[config.mk]
export PLATFORM = sky130hd
export DESIGN_NAME = text_unit_cleaner_utf8_unit_flat
export DESIGN_NICKNAME = d
export VERILOG_FILES = /design/src/sv/tuc_pkg.sv /design/src/sv/tuc_unit_if.sv /design/src/sv/tuc_result_if.sv /design/src/sv/text_unit_cleaner_utf8_unit.sv /design/src/flat_wrapper.sv
export VERILOG_INCLUDE_DIRS = /design/src /design/src/sv
export SDC_FILE = /design/constraint.sdc
export NUM_CORES = 1
export LEC_CHECK = 0
export ABC_AREA = 1
export BUFFER_PORTS_ARGS = -buffer_cell sky130_fd_sc_hd__buf_2
export CORE_ASPECT_RATIO = 2
export CORE_MARGIN = 2
export CORE_UTILIZATION = 25
export DETAILED_ROUTE_END_ITERATION = 6
export GPL_TIMING_DRIVEN = 0
export PLACE_DENSITY_LB_ADDON = 0.05
export SLEW_MARGIN = 20
export SYNTH_ARGS = -nofsm -noshare
export SYNTH_HDL_FRONTEND = slang
export SYNTH_SLANG_ARGS = --single-unit
[constraint.sdc]
create_clock -name clk -period 3.34 [get_ports clk]
set_clock_uncertainty 0.15 [all_clocks]
set_input_delay 0.334 -clock clk [delete_from_list [all_inputs] [get_ports clk]]
set_output_delay 0.334 -clock clk [all_outputs]
set_load 0.1 [all_outputs]
[src/sv/assert_macros.svh]
// Assertion macros for the RTL files.
// No dependencies; include with the bare file name.
`ifndef ASSERT_MACROS_SVH
`define ASSERT_MACROS_SVH
`ifndef NO_ASSERTIONS
// Clocked check, disabled while reset is asserted
`define ASSERT_CLK(label, clk_s, rst_s, prop) \
    label: assert property (@(posedge clk_s) disable iff (!rst_s) prop) \
        else $error("assertion failed");
// Clocked check that also holds during reset
`define ASSERT_ALWAYS(label, clk_s, prop) \
    label: assert property (@(posedge clk_s) prop) \
        else $error("assertion failed");
`else
`define ASSERT_CLK(label, clk_s, rst_s, prop)
`define ASSERT_ALWAYS(label, clk_s, prop)
`endif
`endif

[src/sv/tuc_pkg.sv]
// Shared types and constants for the text unit cleaner.
// No dependencies.
`timescale 1ns / 1ps
`default_nettype none

package tuc_pkg;

    // Field widths
    localparam int unsigned UNIT_W  = 16;
    localparam int unsigned BYTE_W  = 8;
    localparam int unsigned RUN_W   = 8;
    localparam int unsigned COUNT_W = 2;

    // APB configuration port
    localparam int unsigned APB_ADDR_W = 3;
    localparam int unsigned APB_DATA_W = 32;

    // Register index of single_byte_mode
    localparam logic REG_SINGLE_BYTE_MODE = 1'b0;

    typedef logic [UNIT_W-1:0]  unit_t;
    typedef logic [BYTE_W-1:0]  byte_t;
    typedef logic [RUN_W-1:0]   run_t;
    typedef logic [COUNT_W-1:0] count_t;

    // Special codes
    localparam unit_t CODE_CR        = 16'h000D;
    localparam unit_t CODE_VT        = 16'h000B;
    localparam unit_t CODE_BEL       = 16'h0007;
    localparam unit_t CODE_SPACE     = 16'h0020;
    localparam unit_t CODE_ASCII_MAX = 16'h007E;
    localparam unit_t CODE_NON_ASCII = 16'h0080;
    localparam unit_t CODE_3BYTE_MIN = 16'h0800;

    localparam byte_t BYTE_TAB       = 8'h09;
    localparam byte_t LEAD_2BYTE     = 8'hC0;
    localparam byte_t LEAD_3BYTE     = 8'hE0;
    localparam byte_t CONT_MARK      = 8'h80;
    localparam byte_t CONT_MASK      = 8'h3F;

    // Byte counts
    localparam count_t CNT_NONE  = 2'd0;
    localparam count_t CNT_ONE   = 2'd1;
    localparam count_t CNT_TWO   = 2'd2;
    localparam count_t CNT_THREE = 2'd3;

    // Classification of one unit
    typedef struct packed {
        logic   is_nl;
        count_t n;
        byte_t  b0;
        byte_t  b1;
        byte_t  b2;
    } enc_t;

    function automatic enc_t classify(input unit_t code, input logic narrow);
        unit_t u;
        enc_t  e;
        u = narrow ? {8'h00, code[7:0]} : code;
        e = '0;
        if (u == CODE_CR || u == CODE_VT) begin
            e.is_nl = 1'b1;
        end else if (u == CODE_BEL) begin
            e.b0 = BYTE_TAB;
            e.n  = CNT_ONE;
        end else if (narrow) begin
            if (u >= CODE_SPACE) begin
                e.b0 = u[7:0];
                e.n  = CNT_ONE;
            end
        end else if (u >= CODE_SPACE && u <= CODE_ASCII_MAX) begin
            e.b0 = u[7:0];
            e.n  = CNT_ONE;
        end else if (u >= CODE_NON_ASCII) begin
            if (u < CODE_3BYTE_MIN) begin
                e.b0 = LEAD_2BYTE | {3'b000, u[10:6]};
                e.b1 = CONT_MARK | (u[7:0] & CONT_MASK);
                e.n  = CNT_TWO;
            end else begin
                e.b0 = LEAD_3BYTE | {4'h0, u[15:12]};
                e.b1 = CONT_MARK | ({2'b00, u[11:6]} & CONT_MASK);
                e.b2 = CONT_MARK | (u[7:0] & CONT_MASK);
                e.n  = CNT_THREE;
            end
        end
        return e;
    endfunction

endpackage

`default_nettype wire

[src/sv/tuc_unit_if.sv]
// Input channel: one text code unit per request.
// Depends on tuc_pkg.
`timescale 1ns / 1ps
`default_nettype none

interface tuc_unit_if;
    logic            valid;
    logic            ready;
    tuc_pkg::unit_t  code_unit;
    logic            last;

    modport source (output valid, output code_unit, output last, input ready);
    modport sink   (input valid, input code_unit, input last, output ready);
endinterface

`default_nettype wire

[src/sv/tuc_result_if.sv]
// Result channel: newline run plus up to three output bytes per request.
// Depends on tuc_pkg.
`timescale 1ns / 1ps
`default_nettype none

interface tuc_result_if;
    logic             valid;
    logic             ready;
    tuc_pkg::run_t    newline_run;
    tuc_pkg::count_t  byte_count;
    tuc_pkg::byte_t   byte0;
    tuc_pkg::byte_t   byte1;
    tuc_pkg::byte_t   byte2;
    logic             done_res;

    modport source (output valid, output newline_run, output byte_count,
                    output byte0, output byte1, output byte2, output done_res,
                    input ready);
    modport sink   (input valid, input newline_run, input byte_count,
                    input byte0, input byte1, input byte2, input done_res,
                    output ready);
endinterface

`default_nettype wire

[src/sv/text_unit_cleaner_utf8_unit.sv]
// Top level: text unit cleaner with UTF-8 output (raw bytes in single-byte mode) and APB mode register.
// Depends on tuc_pkg, tuc_unit_if, tuc_result_if and assert_macros.svh.
//
//   channel   | dir | handshake      | payload
//   ----------+-----+----------------+-----------------------------------------
//   unit_in   | in  | valid / ready  | code_unit, last
//   res_out   | out | valid / ready  | newline_run, byte_count, byte0..2, done_res
//   apb       | in  | psel / penable | paddr, pwdata, pwrite -> prdata, pready
//
// One unit is accepted per cycle unless the input register is stalled.
// A unit is classified in the input register, where the pending newline count
// is updated; a result (if any) then sits in the output register.
// A stalled output register holds only units that produce a result; dropped
// units and newlines keep flowing. Reset clears the mode, the pending count
// and both valid flags; no clearing pass.
`timescale 1ns / 1ps
`default_nettype none
`include "assert_macros.svh"

module text_unit_cleaner_utf8_unit #(
    parameter int unsigned MAX_PENDING = 255
) (
    input  wire logic                               clk,
    input  wire logic                               rst_n,
    // APB configuration port
    input  wire logic                               psel,
    input  wire logic                               penable,
    input  wire logic                               pwrite,
    input  wire logic [tuc_pkg::APB_ADDR_W-1:0]     paddr,
    input  wire logic [tuc_pkg::APB_DATA_W-1:0]     pwdata,
    output logic      [tuc_pkg::APB_DATA_W-1:0]     prdata,
    output logic                                    pready,
    // Streams
    tuc_unit_if.sink                                unit_in,
    tuc_result_if.source                            res_out
);

    // Saturation limit of the pending count
    localparam tuc_pkg::run_t NL_CAP =
        (MAX_PENDING < 255) ? tuc_pkg::run_t'(MAX_PENDING) : 8'd255;

    // Configuration register
    logic mode_reg;
    logic cfg_wr;

    // Input stage
    logic            s1_valid_reg;
    tuc_pkg::unit_t  s1_code_reg;
    logic            s1_last_reg;

    // Pending newlines
    tuc_pkg::run_t   pend_reg;
    tuc_pkg::run_t   pend_next;

    // Output stage
    logic            out_valid_reg;
    logic            out_valid_next;
    tuc_pkg::run_t   out_run_reg;
    tuc_pkg::count_t out_cnt_reg;
    tuc_pkg::byte_t  out_b0_reg;
    tuc_pkg::byte_t  out_b1_reg;
    tuc_pkg::byte_t  out_b2_reg;
    logic            out_done_reg;

    tuc_pkg::enc_t   enc;
    logic            has_result;
    logic            out_free;
    logic            s1_go;
    logic            load_out;
    logic            in_take;

    // APB access: writes land on the access cycle
    assign pready = 1'b1;
    assign cfg_wr = psel && penable && pwrite
                    && (paddr[tuc_pkg::APB_ADDR_W-1] == tuc_pkg::REG_SINGLE_BYTE_MODE);
    assign prdata = (paddr[tuc_pkg::APB_ADDR_W-1] == tuc_pkg::REG_SINGLE_BYTE_MODE)
                    ? {{(tuc_pkg::APB_DATA_W-1){1'b0}}, mode_reg}
                    : '0;

    always_ff @(posedge clk or negedge rst_n)
    begin
        if (!rst_n)
        begin
            mode_reg <= 1'b0;
        end
        else if (cfg_wr)
        begin
            mode_reg <= pwdata[0];
        end
    end

    // Classify the registered unit
    assign enc        = tuc_pkg::classify(s1_code_reg, mode_reg);
    assign has_result = (enc.n != tuc_pkg::CNT_NONE) || s1_last_reg;
    assign out_free   = !out_valid_reg || res_out.ready;
    assign s1_go      = s1_valid_reg && (!has_result || out_free);
    assign load_out   = s1_go && has_result;

    assign unit_in.ready = !s1_valid_reg || s1_go;
    assign in_take       = unit_in.valid && unit_in.ready;

    // Input register
    always_ff @(posedge clk or negedge rst_n)
    begin
        if (!rst_n)
        begin
            s1_valid_reg <= 1'b0;
        end
        else if (unit_in.ready)
        begin
            s1_valid_reg <= unit_in.valid;
        end
    end

    always_ff @(posedge clk)
    begin
        if (in_take)
        begin
            s1_code_reg <= unit_in.code_unit;
            s1_last_reg <= unit_in.last;
        end
    end

    // Pending count: cleared by any result, raised by a newline
    always_comb
    begin
        pend_next = pend_reg;
        if (s1_go)
        begin
            if (has_result)
            begin
                pend_next = '0;
            end
            else if (enc.is_nl && pend_reg < NL_CAP)
            begin
                pend_next = pend_reg + 8'd1;
            end
        end
    end

    always_ff @(posedge clk or negedge rst_n)
    begin
        if (!rst_n)
        begin
            pend_reg <= '0;
        end
        else
        begin
            pend_reg <= pend_next;
        end
    end

    // Output register
    always_comb
    begin
        out_valid_next = out_valid_reg;
        if (load_out)
        begin
            out_valid_next = 1'b1;
        end
        else if (res_out.ready)
        begin
            out_valid_next = 1'b0;
        end
    end

    always_ff @(posedge clk or negedge rst_n)
    begin
        if (!rst_n)
        begin
            out_valid_reg <= 1'b0;
        end
        else
        begin
            out_valid_reg <= out_valid_next;
        end
    end

    always_ff @(posedge clk)
    begin
        if (load_out)
        begin
            out_run_reg  <= (enc.n != tuc_pkg::CNT_NONE) ? pend_reg : '0;
            out_cnt_reg  <= enc.n;
            out_b0_reg   <= enc.b0;
            out_b1_reg   <= enc.b1;
            out_b2_reg   <= enc.b2;
            out_done_reg <= s1_last_reg;
        end
    end

    assign res_out.valid       = out_valid_reg;
    assign res_out.newline_run = out_run_reg;
    assign res_out.byte_count  = out_cnt_reg;
    assign res_out.byte0       = out_b0_reg;
    assign res_out.byte1       = out_b1_reg;
    assign res_out.byte2       = out_b2_reg;
    assign res_out.done_res    = out_done_reg;

    // Checks
    `ASSERT_ALWAYS(a_pend_cap, clk, pend_reg <= NL_CAP)
    `ASSERT_CLK(a_empty_is_end, clk, rst_n,
        (out_valid_reg && out_cnt_reg == tuc_pkg::CNT_NONE)
            |-> (out_done_reg && out_run_reg == '0))
    `ASSERT_CLK(a_end_clears, clk, rst_n, (s1_go && s1_last_reg) |=> (pend_reg == '0))
    `ASSERT_CLK(a_unused_zero, clk, rst_n,
        (out_valid_reg && out_cnt_reg != tuc_pkg::CNT_THREE)
            |-> (out_b2_reg == '0 && (out_cnt_reg == tuc_pkg::CNT_TWO || out_b1_reg == '0)))

endmodule

`default_nettype wire
[src/flat_wrapper.sv]
// flat-port wrapper written by rule: the top's interface ports become plain ports
module text_unit_cleaner_utf8_unit_flat 
#(
    parameter int unsigned MAX_PENDING = 255
)
  (clk, rst_n, psel, penable, pwrite, paddr, pwdata, prdata, pready, unit_in_valid, unit_in_code_unit, unit_in_last, unit_in_ready, res_out_valid, res_out_newline_run, res_out_byte_count, res_out_byte0, res_out_byte1, res_out_byte2, res_out_done_res, res_out_ready);
  tuc_unit_if unit_in_i ();
  tuc_result_if res_out_i ();
  input  wire logic clk;
  input  wire logic rst_n;
  input  wire logic psel;
  input  wire logic penable;
  input  wire logic pwrite;
  input  wire logic [tuc_pkg::APB_ADDR_W-1:0] paddr;
  input  wire logic [tuc_pkg::APB_DATA_W-1:0] pwdata;
  output logic      [tuc_pkg::APB_DATA_W-1:0] prdata;
  output logic pready;
  input wire logic [$bits(unit_in_i.valid)-1:0] unit_in_valid;
  input wire logic [$bits(unit_in_i.code_unit)-1:0] unit_in_code_unit;
  input wire logic [$bits(unit_in_i.last)-1:0] unit_in_last;
  output wire logic [$bits(unit_in_i.ready)-1:0] unit_in_ready;
  output wire logic [$bits(res_out_i.valid)-1:0] res_out_valid;
  output wire logic [$bits(res_out_i.newline_run)-1:0] res_out_newline_run;
  output wire logic [$bits(res_out_i.byte_count)-1:0] res_out_byte_count;
  output wire logic [$bits(res_out_i.byte0)-1:0] res_out_byte0;
  output wire logic [$bits(res_out_i.byte1)-1:0] res_out_byte1;
  output wire logic [$bits(res_out_i.byte2)-1:0] res_out_byte2;
  output wire logic [$bits(res_out_i.done_res)-1:0] res_out_done_res;
  input wire logic [$bits(res_out_i.ready)-1:0] res_out_ready;
  assign unit_in_i.valid = unit_in_valid;
  assign unit_in_i.code_unit = unit_in_code_unit;
  assign unit_in_i.last = unit_in_last;
  assign unit_in_ready = unit_in_i.ready;
  assign res_out_valid = res_out_i.valid;
  assign res_out_newline_run = res_out_i.newline_run;
  assign res_out_byte_count = res_out_i.byte_count;
  assign res_out_byte0 = res_out_i.byte0;
  assign res_out_byte1 = res_out_i.byte1;
  assign res_out_byte2 = res_out_i.byte2;
  assign res_out_done_res = res_out_i.done_res;
  assign res_out_i.ready = res_out_ready;
  text_unit_cleaner_utf8_unit #(.MAX_PENDING(MAX_PENDING)) u_core (.clk(clk), .rst_n(rst_n), .psel(psel), .penable(penable), .pwrite(pwrite), .paddr(paddr), .pwdata(pwdata), .prdata(prdata), .pready(pready), .unit_in(unit_in_i), .res_out(res_out_i));
endmodule
; Word-level counts from Yosys, hierarchy flattened
; Index checks and enable logic that the tools add are counted.
[word_totals]
register_bits = 63
n_memories = 0
out_inout_bits = 70
word_cells = 66
latch_bits = 0
mem_bits_ro = 0
ram_bits = 0
[op_classes]
n_mul = 0
n_div = 0
muxes = 18
reduce_logical = 23
shifts = 0
n_lt_le_gt_ge = 5
eq_ne = 3
add_sub_neg = 1
bitwise_logic = 2
[op_table]
columns = cell, n
row1 = $mux 16, 4
row2 = $mux 26, 2
row3 = $eq 16x4->1 const B, 2
row4 = $mux 10, 3
row5 = $mux 8, 3
row6 = $mux 17, 1
row7 = $eq 16x3->1 const B, 1
row8 = $ge 16x6->1 const B, 1
row9 = $ge 16x8->1 const B, 1
row10 = $le 16x7->1 const B, 1
row11 = $lt 16x12->1 const B, 1
row12 = $mux 9, 1
row13 = $add 8x1->8 const B, 1
row14 = $logic_and 1x1->1, 8
row15 = $lt 8x8->1 const B, 1
row16 = $reduce_bool 2->1, 3
row17 = $reduce_or 6->1, 1
row18 = $logic_or 1x1->1, 5
row19 = $reduce_or 5->1, 1
row20 = $mux 1, 4
row21 = $logic_not 1->1, 3
row22 = $not 1->1, 2
row23 = $reduce_and 2->1, 1
row24 = $reduce_or 2->1, 1

; Depth between registers and ports, before layout
; Gate-level depths: netlist (run 1).
[depth]
ltp_word = 15
mapped_depth = 14

; Worst setup path after synthesis (run 1)
; No wires, ideal clock.
[synth_timing]
kind = register to register
startpoint = register u_core.mode_reg
endpoint = register u_core.s1_code_reg[0] (enable)
t_arrival_ps = 2346
required_time_ps = 2821
slack_ps = 475
path_buffers = 1
stages_incl_launch_ff = 14
cell_sequence = dfrtp_1 > inv_2 > o21ai_2 > nand2_4 > nor2_8 > nand3_4 > nand2_2 > nand2_2 > nand2_2 > nand4_4 > buf_6 > nand3_2 > nand2_1 > inv_1
[synth_via]
elab_chain_len = 15
word_cells_on_any_way = 24
[synth_rtl]
columns = element, line_no
row1 = start: declaration, text_unit_cleaner_utf8_unit.sv:43  ; logic mode_reg;
row2 = start signal: assignment, text_unit_cleaner_utf8_unit.sv:88  ; mode_reg <= pwdata[0];
row3 = $mux 16, tuc_pkg.sv:59  ; u = narrow ? {8'h00, code[7:0]} : code;
row4 = $lt 16x12->1, tuc_pkg.sv:75  ; if (u < CODE_3BYTE_MIN) begin
row5 = $mux 17, tuc_pkg.sv:75
row6 = $mux 26, tuc_pkg.sv:74  ; end else if (u >= CODE_NON_ASCII) begin
row7 = $mux 10, tuc_pkg.sv:71  ; end else if (u >= CODE_SPACE && u <= CODE_ASCII_MAX) begin
row8 = $mux 10, tuc_pkg.sv:66  ; end else if (narrow) begin
row9 = $mux 10, tuc_pkg.sv:63  ; end else if (u == CODE_BEL) begin
row10 = $mux 26 (*), tuc_pkg.sv:61  ; if (u == CODE_CR || u == CODE_VT) begin
row11 = $reduce_bool 2->1 (*), text_unit_cleaner_utf8_unit.sv:94  ; assign has_result = (enc.n != tuc_pkg::CNT_NONE) || s1_last_reg;
row12 = $logic_or 1x1->1 (*), text_unit_cleaner_utf8_unit.sv:94
row13 = $logic_not 1->1 (*), text_unit_cleaner_utf8_unit.sv:96  ; assign s1_go = s1_valid_reg && (!has_result || out_free);
row14 = $logic_or 1x1->1 (*), text_unit_cleaner_utf8_unit.sv:96
row15 = $logic_and 1x1->1 (*), text_unit_cleaner_utf8_unit.sv:96
row16 = $logic_or 1x1->1 (*), text_unit_cleaner_utf8_unit.sv:99  ; assign unit_in.ready = !s1_valid_reg || s1_go;
row17 = via unit_in_ready, flat_wrapper.sv:21  ; output wire logic [$bits(unit_in_i.ready)-1:0] unit_in_ready;
row18 = $logic_and 1x1->1 (*), text_unit_cleaner_utf8_unit.sv:100  ; assign in_take = unit_in.valid && unit_in.ready;
row19 = via u_core.in_take, text_unit_cleaner_utf8_unit.sv:70  ; logic in_take;
row20 = end signal: assignment, text_unit_cleaner_utf8_unit.sv:119  ; s1_code_reg <= unit_in.code_unit;
row21 = end: declaration, text_unit_cleaner_utf8_unit.sv:48  ; tuc_pkg::unit_t s1_code_reg;
; Mark *: on every way through the listed nets, which the timed path passes. The rest lies on a longest branch.
; A chain may end at the register's enable or synchronous reset.

; Final worst setup path (run 1)
[layout_timing]
startpoint = register u_core.mode_reg
endpoint = output unit_in_ready
[layout_via]
elab_chain_len = 14
word_cells_on_any_way = 23
[layout_rtl]
columns = element, line_no
row1 = $mux 16, tuc_pkg.sv:59
row2 = $lt 16x12->1, tuc_pkg.sv:75
row3 = $mux 17, tuc_pkg.sv:75
row4 = $mux 26, tuc_pkg.sv:74
row5 = $mux 10, tuc_pkg.sv:71
row6 = $mux 10, tuc_pkg.sv:66
row7 = $mux 10, tuc_pkg.sv:63
row8 = $mux 26 (*), tuc_pkg.sv:61
row9 = $reduce_bool 2->1 (*), text_unit_cleaner_utf8_unit.sv:94
row10 = $logic_or 1x1->1 (*), text_unit_cleaner_utf8_unit.sv:94
row11 = $logic_not 1->1 (*), text_unit_cleaner_utf8_unit.sv:96
row12 = $logic_or 1x1->1 (*), text_unit_cleaner_utf8_unit.sv:96
row13 = $logic_and 1x1->1 (*), text_unit_cleaner_utf8_unit.sv:96
row14 = $logic_or 1x1->1 (*), text_unit_cleaner_utf8_unit.sv:99
row15 = end: declaration, flat_wrapper.sv:21
; Every way passes the cells marked *; elsewhere a longest branch is shown, timed or not.

==> results.md, run 1 <==
* Outcome: complete, no violations
* Footprint of the multi-input gates at 1050 sq um
* Number of nets in the finished design at 482
* Netlist area before placement at 3150 sq um
* Data required time of the critical path at 2.86 ns
* Horiz. Die Dim at 83.4 um
* Cts bufs inserted at 9
* Top fanout value on the critical path at 10
* Final hold violation count at 0
* Top Ports at 129
* H-tree levels at 3
* Final Slew Violations at 0
* # Max-Cap Violations at 0
* Fmax at 326 MHz
* Count of fill cells added during filler insertion at 1,299
* TritonCTS clock tree: done
* Half-perimeter wire length after placement at 5.18 mm
* Element type at the critical path start: flip-flop
* Pin count of the biggest net entering global routing at 34
* Buffer type at the clock tree root: sky130_fd_sc_hd__clkbuf_16
* Remaining DRCs at 0
* Crit-path cells: inv_2, o21ai_2, nand3_1, nor2_1, nand2_2, nand2_2, nand4_4, buf_6, nand3_2, buf_2
* Std-Cell Rows at 58
* Sequential cell area at 1780 sq um
* Final-layout setup total negative slack at 0 ns
* Least-Margin Pin Slew at 0.667 ns
* Top cell by count, worst path: sky130_fd_sc_hd__nand2_2
* Final worst path period share at 91.9%
* Worst hold path type: in2reg
* Share of the yosys chip area belonging to registers at 56.4%
* Number of vias per cell after detailed routing at 3.90
* Post-synthesis cell count at 317
* Number of warnings reported in the yosys synthesis log at 0
* Crit path largest cell delay at 0.52 ns
* Unrepaired setup endpoints after global routing: false
* Synth Area in XOR/XNOR at 1.95%
* Number of optimization iterations in the first detailed-route pass at 4
* Clock transition time at the flip-flop clock pins of the worst setup and hold paths at 0.05 ns
* Prevailing post-synth register cell: sky130_fd_sc_hd__edfxtp_1
* Antenna violations before repair at 0
* Worst-Skew Late Latency at 0.33 ns
* Die Y at 163 um
* Final ANT Viol Nets at 0
* Wire per inst at 11.8 um
* Max clock buf depth at 2
* CP Capture Type: primary output
* Highest ir drop seen on vdd at 0.333 mV
* Layout Cell Area excl Fill at 4060 sq um
* Final routed wirelength across all metal layers at 6.81 mm
* Gpl congestion at 0.819
* Area after detailed placement at 3760 sq um
* Leakage Power at 1.96 nW
* Final setup violation count at 0
* Core area at 12,400 sq um
* Fin crit period at 3.07 ns
* Layout Area Growth over Synthesis at 28.8%
* Number of enable-type register cells in the synthesized netlist at 50
* Synthesized-area fraction occupied by ao, oa, aoi and oai cells at 6.03%
* Standard cell with the maximum stage delay on the critical path: sky130_fd_sc_hd__dfrtp_1
* Layout cell share with drive strength beyond 1 at 31.1%
* Worst setup path category: reg2out
* Effective utilization at floorplan at 25.4%
* Total power density per cell area at 771 nW/um^2
* Antenna cells at 0
* Gr ovfl total at 0
* Mean cell area of the mapped netlist at 9.94 sq um
* Number of global-route vias before repair at 2,223
* Share of async-settable or async-resettable flops after synthesis at 18.0%
* Die area at 13,600 sq um
* Share of synthesized cell area in full adder, half adder and majority cells at 0.397%
* Max reg flops at 16
* FF+latch count, synth at 61
* Total global-route track usage at 10.6%
* Largest family of logic cells by synthesized area: simple AND/OR/NAND/NOR gates
* Number of clock sinks at 61
* Worst-case headroom to the max-slew limit at 55.5%
* Power, Total at 3.13 mW
* Post-CTS Setup Bufs at 0
* Multiplexer area fraction after synthesis at 0%
* First-pass GRT wire length at 11.2 mm
* Utilization after layout at 32.7%
* DRT iter0 DRCs at 115
* Synth cell types at 36
* # port buffers at 61
* Data arrival time of the worst path at 2.59 ns
* Vias post-DR at 2,248
* Share of synthesized cell area in and, or, nand and nor gates at 20.9%
## area by class of cell
cell class | count | share of cell area, %
plain buffers | 41 | 7.15
clock buffers | 11 | 5.73
clock inverters | 5 | 1.26
inverters | 41 | 3.82
multi-input cells | 206 | 25.9
flip-flops and latches | 61 | 43.8
well taps | 150 | 4.62
repair buffers | 62 | 7.77
## cell usage in the layout (no fill, tap or decap), types with 3 or more instances in the layout
cell,count
sky130_fd_sc_hd__nor2_1,25
sky130_fd_sc_hd__dfrtp_1,11
sky130_fd_sc_hd__nand2_2,5
sky130_fd_sc_hd__nand4_1,4
sky130_fd_sc_hd__clkbuf_16,9
sky130_fd_sc_hd__o21ai_2,3
sky130_fd_sc_hd__conb_1,34
sky130_fd_sc_hd__buf_4,34
sky130_fd_sc_hd__edfxtp_1,50
sky130_fd_sc_hd__nand2_1,73
sky130_fd_sc_hd__xor2_1,5
sky130_fd_sc_hd__nor3_1,4
sky130_fd_sc_hd__o21ai_0,6
sky130_fd_sc_hd__buf_2,62
sky130_fd_sc_hd__clkinv_2,3
sky130_fd_sc_hd__clkbuf_1,7
sky130_fd_sc_hd__inv_2,3
sky130_fd_sc_hd__a21oi_1,12
sky130_fd_sc_hd__inv_1,36
sky130_fd_sc_hd__nand3_1,14
## cell usage after synthesis, types with 2 or more instances
cell type                  instances  area (sq um)
sky130_fd_sc_hd__xor2_1            5          43.8
sky130_fd_sc_hd__nor2_1           25          93.8
sky130_fd_sc_hd__o21ai_2           3          26.3
sky130_fd_sc_hd__o21ai_0           6          30.0
sky130_fd_sc_hd__nand4_1           4          25.0
sky130_fd_sc_hd__nor3_1            4          20.0
sky130_fd_sc_hd__nand3_1          14          70.1
sky130_fd_sc_hd__dfrtp_1          11           275
sky130_fd_sc_hd__o21ai_1           2          10.0
sky130_fd_sc_hd__xnor2_1           2          17.5
sky130_fd_sc_hd__inv_2             3          11.3
sky130_fd_sc_hd__nand2_1          73           274
sky130_fd_sc_hd__inv_1            37           139
sky130_fd_sc_hd__clkbuf_1          5          18.8
sky130_fd_sc_hd__nand4_4           2          42.5
sky130_fd_sc_hd__conb_1            2          7.51
sky130_fd_sc_hd__a21oi_1          12          60.1
sky130_fd_sc_hd__nand3_4           2          35.0
sky130_fd_sc_hd__edfxtp_1         50          1500
sky130_fd_sc_hd__buf_4            34           255
sky130_fd_sc_hd__a21oi_4           2          32.5
sky130_fd_sc_hd__nand2_2           5          31.3
## worst max-delay path: cells and delay by family, from the launching register on
kind / cells / cell delay [ns]
flops: 1 / 0.52
buf+inv: 3 / 0.78
compound gates: 1 / 0.13
simple gates: 6 / 0.83
## report_power, final
part | leakage (nW) | internal (mW) | switching (mW)
Sequential | 0.632 | 0.974 | 0.0499
Clock | 0.137 | 0.571 | 0.310
Combinational | 1.19 | 0.178 | 1.05
Total | 1.96 | 1.72 | 1.41
## worst paths after layout
check,start,to,slack [ns],cells past startpoint
setup / recovery,u_core.mode_reg,unit_in_ready,0.27,10
hold / removal,unit_in_code_unit[3],u_core.s1_code_reg[3],0.03,1
setup reg to reg,u_core.mode_reg,u_core.res_out.byte1[3],0.37,10
hold reg to reg,u_core.s1_last_reg,u_core.res_out.done_res,0.32,0
max in group asynchronous,rst_n,u_core.pend_reg[6],2.56,2
min in group asynchronous,rst_n,u_core.res_out.valid,0.26,2
## per-stage QoR
stage	std cells	setup slack [ns]	hold WS [ns]
final	577	0.270	0.0279
after floorplan	349	0.475	-0.112
after CTS	577	0.192	0.0168
after global placement	560	-0.230	0.0818
after global routing	577	0.00161	0.0171
after detailed placement	560	0.197	0.0879
## logic make-up after synthesis
| logic type | after synthesis |
|---|---|
| adder cells (fa/ha/maj) | 1 |
| flip-flops | 61 |
| other | 2 |
| buffers and inverters | 82 |
| AO/OA/AOI/OAI | 29 |
| XOR/XNOR | 7 |
| AND/OR/NAND/NOR | 135 |
## timing repair
| item | in CTS | in global routing |
|---|---|---|
| resized for setup | 0 | 1 |
| endpoints found under the hold margin | 11 | 0 |
| endpoints found under the setup margin | 0 | 33 |
| hold buffers | 1 | 0 |
## routing by layer
layer	routed length, um	vias to the layer above	part of all wire (%)	global-route usage, %
met1	2820	998	41	12.5
met5	0	-	0	0
met4	117	0	1.7	4.25
li1	-	1174	-	-
met2	3430	67	50	17.7
met3	448	9	6.6	3.80
Note: power is estimated with default switching activity, not from simulation.
==> inputs of run 2 (changes only) <==
==> constraint.sdc (replaced) <==
create_clock -name clk -period 3.09 [get_ports clk]
set_clock_uncertainty 0.15 [all_clocks]
set_input_delay 0.309 -clock clk [delete_from_list [all_inputs] [get_ports clk]]
set_output_delay 0.309 -clock clk [all_outputs]
set_load 0.1 [all_outputs]
==> run 2 against run 1 <==
- global-route usage is 0.15 points higher
- total power increased by 8.6%
- clock power rose by 8.1%
- count of clock-buffer cells in the layout unchanged
- die area unchanged
- setup slack improved by 0.023 ns
- sequential cell count is the same
- non-clock buffer count increased by 12
- combinational power rose by 9.8%
- first-iteration DRC count decreased by 6.1%
- register-to-register slack hardly changed
- final cell count up 2.1%
- highest routed layer unchanged
==> results.md, run 2 (same netlist as run 1, synthesis figures left out) <==
* Final worst path period share at 90.5%
* Worst-Skew Late Latency at 0.33 ns
* Crit path largest cell delay at 0.46 ns
* Std-Cell Rows at 58
* Leakage Power at 2.01 nW
* CP Capture Type: primary output
* Wire per inst at 11.7 um
* Cell Count, Final, Fillers Out at 589
* Number of nets in the finished design at 494
* DRT iter0 DRCs at 108
* Antenna violations before repair at 0
* Worst hold margin at 0.0121 ns
* Gate family responsible for the most delay along the worst path: simple AND/OR/NAND/NOR gates
* Element type at the critical path start: flip-flop
* Total global-route track usage at 10.8%
* Fmax at 357 MHz
* Pin count of the biggest net entering global routing at 34
* Final routed wirelength across all metal layers at 6.91 mm
* Layout Area Growth over Synthesis at 33.0%
* Clock transition time at the flip-flop clock pins of the worst setup and hold paths at 0.05 ns
* First-pass GRT wire length at 11.4 mm
* Most common library cell in the layout ignoring fill and taps: sky130_fd_sc_hd__nand2_1
* Top cell by count, worst path: sky130_fd_sc_hd__nand2_2
* Horiz. Die Dim at 83.4 um
* Outcome: complete, no violations
* Top library cells by usage in the layout, fill and taps aside: 73 x sky130_fd_sc_hd__nand2_1, 61 x sky130_fd_sc_hd__buf_2, 50 x sky130_fd_sc_hd__edfxtp_1, 35 x sky130_fd_sc_hd__inv_1, 35 x sky130_fd_sc_hd__buf_4
* Inst Count DP at 560
* Vias post-DR at 2,305
* Number of vias per cell after detailed routing at 3.91
* Cts bufs inserted at 9
* # port buffers at 61
* Buffer type at the clock tree root: sky130_fd_sc_hd__clkbuf_16
* Top Ports at 129
* Die area at 13,600 sq um
* Worst setup path category: reg2out
* Max reg flops at 16
* Die Y at 163 um
* Final ANT Viol Nets at 0
* Core area at 12,400 sq um
* Worst hold path type: in2reg
* TritonCTS clock tree: done
* Gpl congestion at 0.819
* Effective utilization at floorplan at 25.4%
* Data required time of the critical path at 2.63 ns
* Count of buffer and inverter cells on the critical path at 3
* Highest ir drop seen on vdd at 0.357 mV
* Max clock buf depth at 2
* Total power density per cell area at 810 nW/um^2
* Top fanout value on the critical path at 10
* Final setup violation count at 0
* Final hold violation count at 0
* Half-perimeter wire length after placement at 5.18 mm
* Final Slew Violations at 0
* Fin crit period at 2.80 ns
* Number of global-route vias before repair at 2,260
* Remaining DRCs at 0
* Unrepaired setup endpoints after global routing: false
* Number of optimization iterations in the first detailed-route pass at 4
* Layout cell share with drive strength beyond 1 at 30.8%
* Number of clock sinks at 61
* Final-layout setup total negative slack at 0 ns
* Gr ovfl total at 0
* # Max-Cap Violations at 0
* Post-CTS Setup Bufs at 0
* Antenna cells at 0
* Standard cell with the maximum stage delay on the critical path: sky130_fd_sc_hd__dfrtp_2
* Crit-path cells: inv_2, o21ai_2, nand3_1, nor2_1, nand2_2, nand2_2, nand4_4, buf_6, nand3_2, buf_4
* H-tree levels at 3
* Data arrival time of the worst path at 2.34 ns
## run 2: final cells by class
class | instances | area (sq um)
flip-flops and latches | 61 | 1780
repair buffers | 74 | 438
fillers | 1288 | 8220
plain buffers | 41 | 290
clock buffers | 11 | 233
well taps | 150 | 188
clock inverters | 5 | 51.3
multi-input cells | 206 | 1050
inverters | 41 | 163
## run 2: per-stage QoR
| step | setup WS, ns | cell area, sq um | utilization (%) | power, mW |
|---|---|---|---|---|
| floorplan | 0.225 | 3270 | - | 2.28 |
| global placement | -0.480 | 3760 | 30.3 | 2.45 |
| detailed placement | -0.0529 | 3760 | 30.3 | 2.46 |
| CTS | 0.106 | 4170 | 33.6 | 3.44 |
| global route | 0.0467 | 4190 | 33.8 | 3.56 |
| finish | 0.292 | 4190 | 33.8 | 3.40 |
## run 2: final timing paths
kind / from / endpoint / slack [ns] / cells after the start
max in group asynchronous: rst_n / u_core.mode_reg / 2.32 / 2
setup reg to reg: u_core.mode_reg / u_core.s1_code_reg[10] / 0.36 / 12
hold reg to reg: u_core.s1_last_reg / u_core.res_out.done_res / 0.32 / 0
min in group asynchronous: rst_n / u_core.res_out.valid / 0.23 / 2
hold / removal: unit_in_code_unit[15] / u_core.s1_code_reg[15] / 0.01 / 1
setup / recovery: u_core.mode_reg / unit_in_ready / 0.29 / 10
## run 2: report_power, final
part	switching [mW]	internal [mW]
Sequential	0.0540	1.05
Combinational	1.14	0.205
Clock	0.334	0.617
## run 2: timing repair
| action | in CTS | in global routing |
|---|---|---|
| pin swaps | 0 | 0 |
| resized for setup | 2 | 3 |
| cloned | 0 | 0 |
| endpoints found under the setup margin | 34 | 51 |
| hold buffers | 12 | 1 |
| hold endpoints to repair | 22 | 1 |
## run 2: per-layer routing
metal	wire (um)	up-vias	GRT usage [%]
li1	-	1198	-
met1	2910	1032	12.8
met2	3480	64	17.9
met3	394	11	3.65
met4	118	0	4.25
met5	0	-	0
## run 2: worst reg2reg max path, stage by stage, from the launching register on
cell and delay (ns):
sky130_fd_sc_hd__dfrtp_2 0.46, sky130_fd_sc_hd__inv_2 0.13, sky130_fd_sc_hd__o21ai_2 0.12, sky130_fd_sc_hd__nand2_4 0.10
sky130_fd_sc_hd__nor2_8 0.16, sky130_fd_sc_hd__inv_2 0.05, sky130_fd_sc_hd__nor2_1 0.10, sky130_fd_sc_hd__nand4_2 0.17
sky130_fd_sc_hd__nand4_4 0.19, sky130_fd_sc_hd__buf_6 0.16, sky130_fd_sc_hd__nand3_2 0.09, sky130_fd_sc_hd__nand2_1 0.14
sky130_fd_sc_hd__clkinvlp_4 0.35
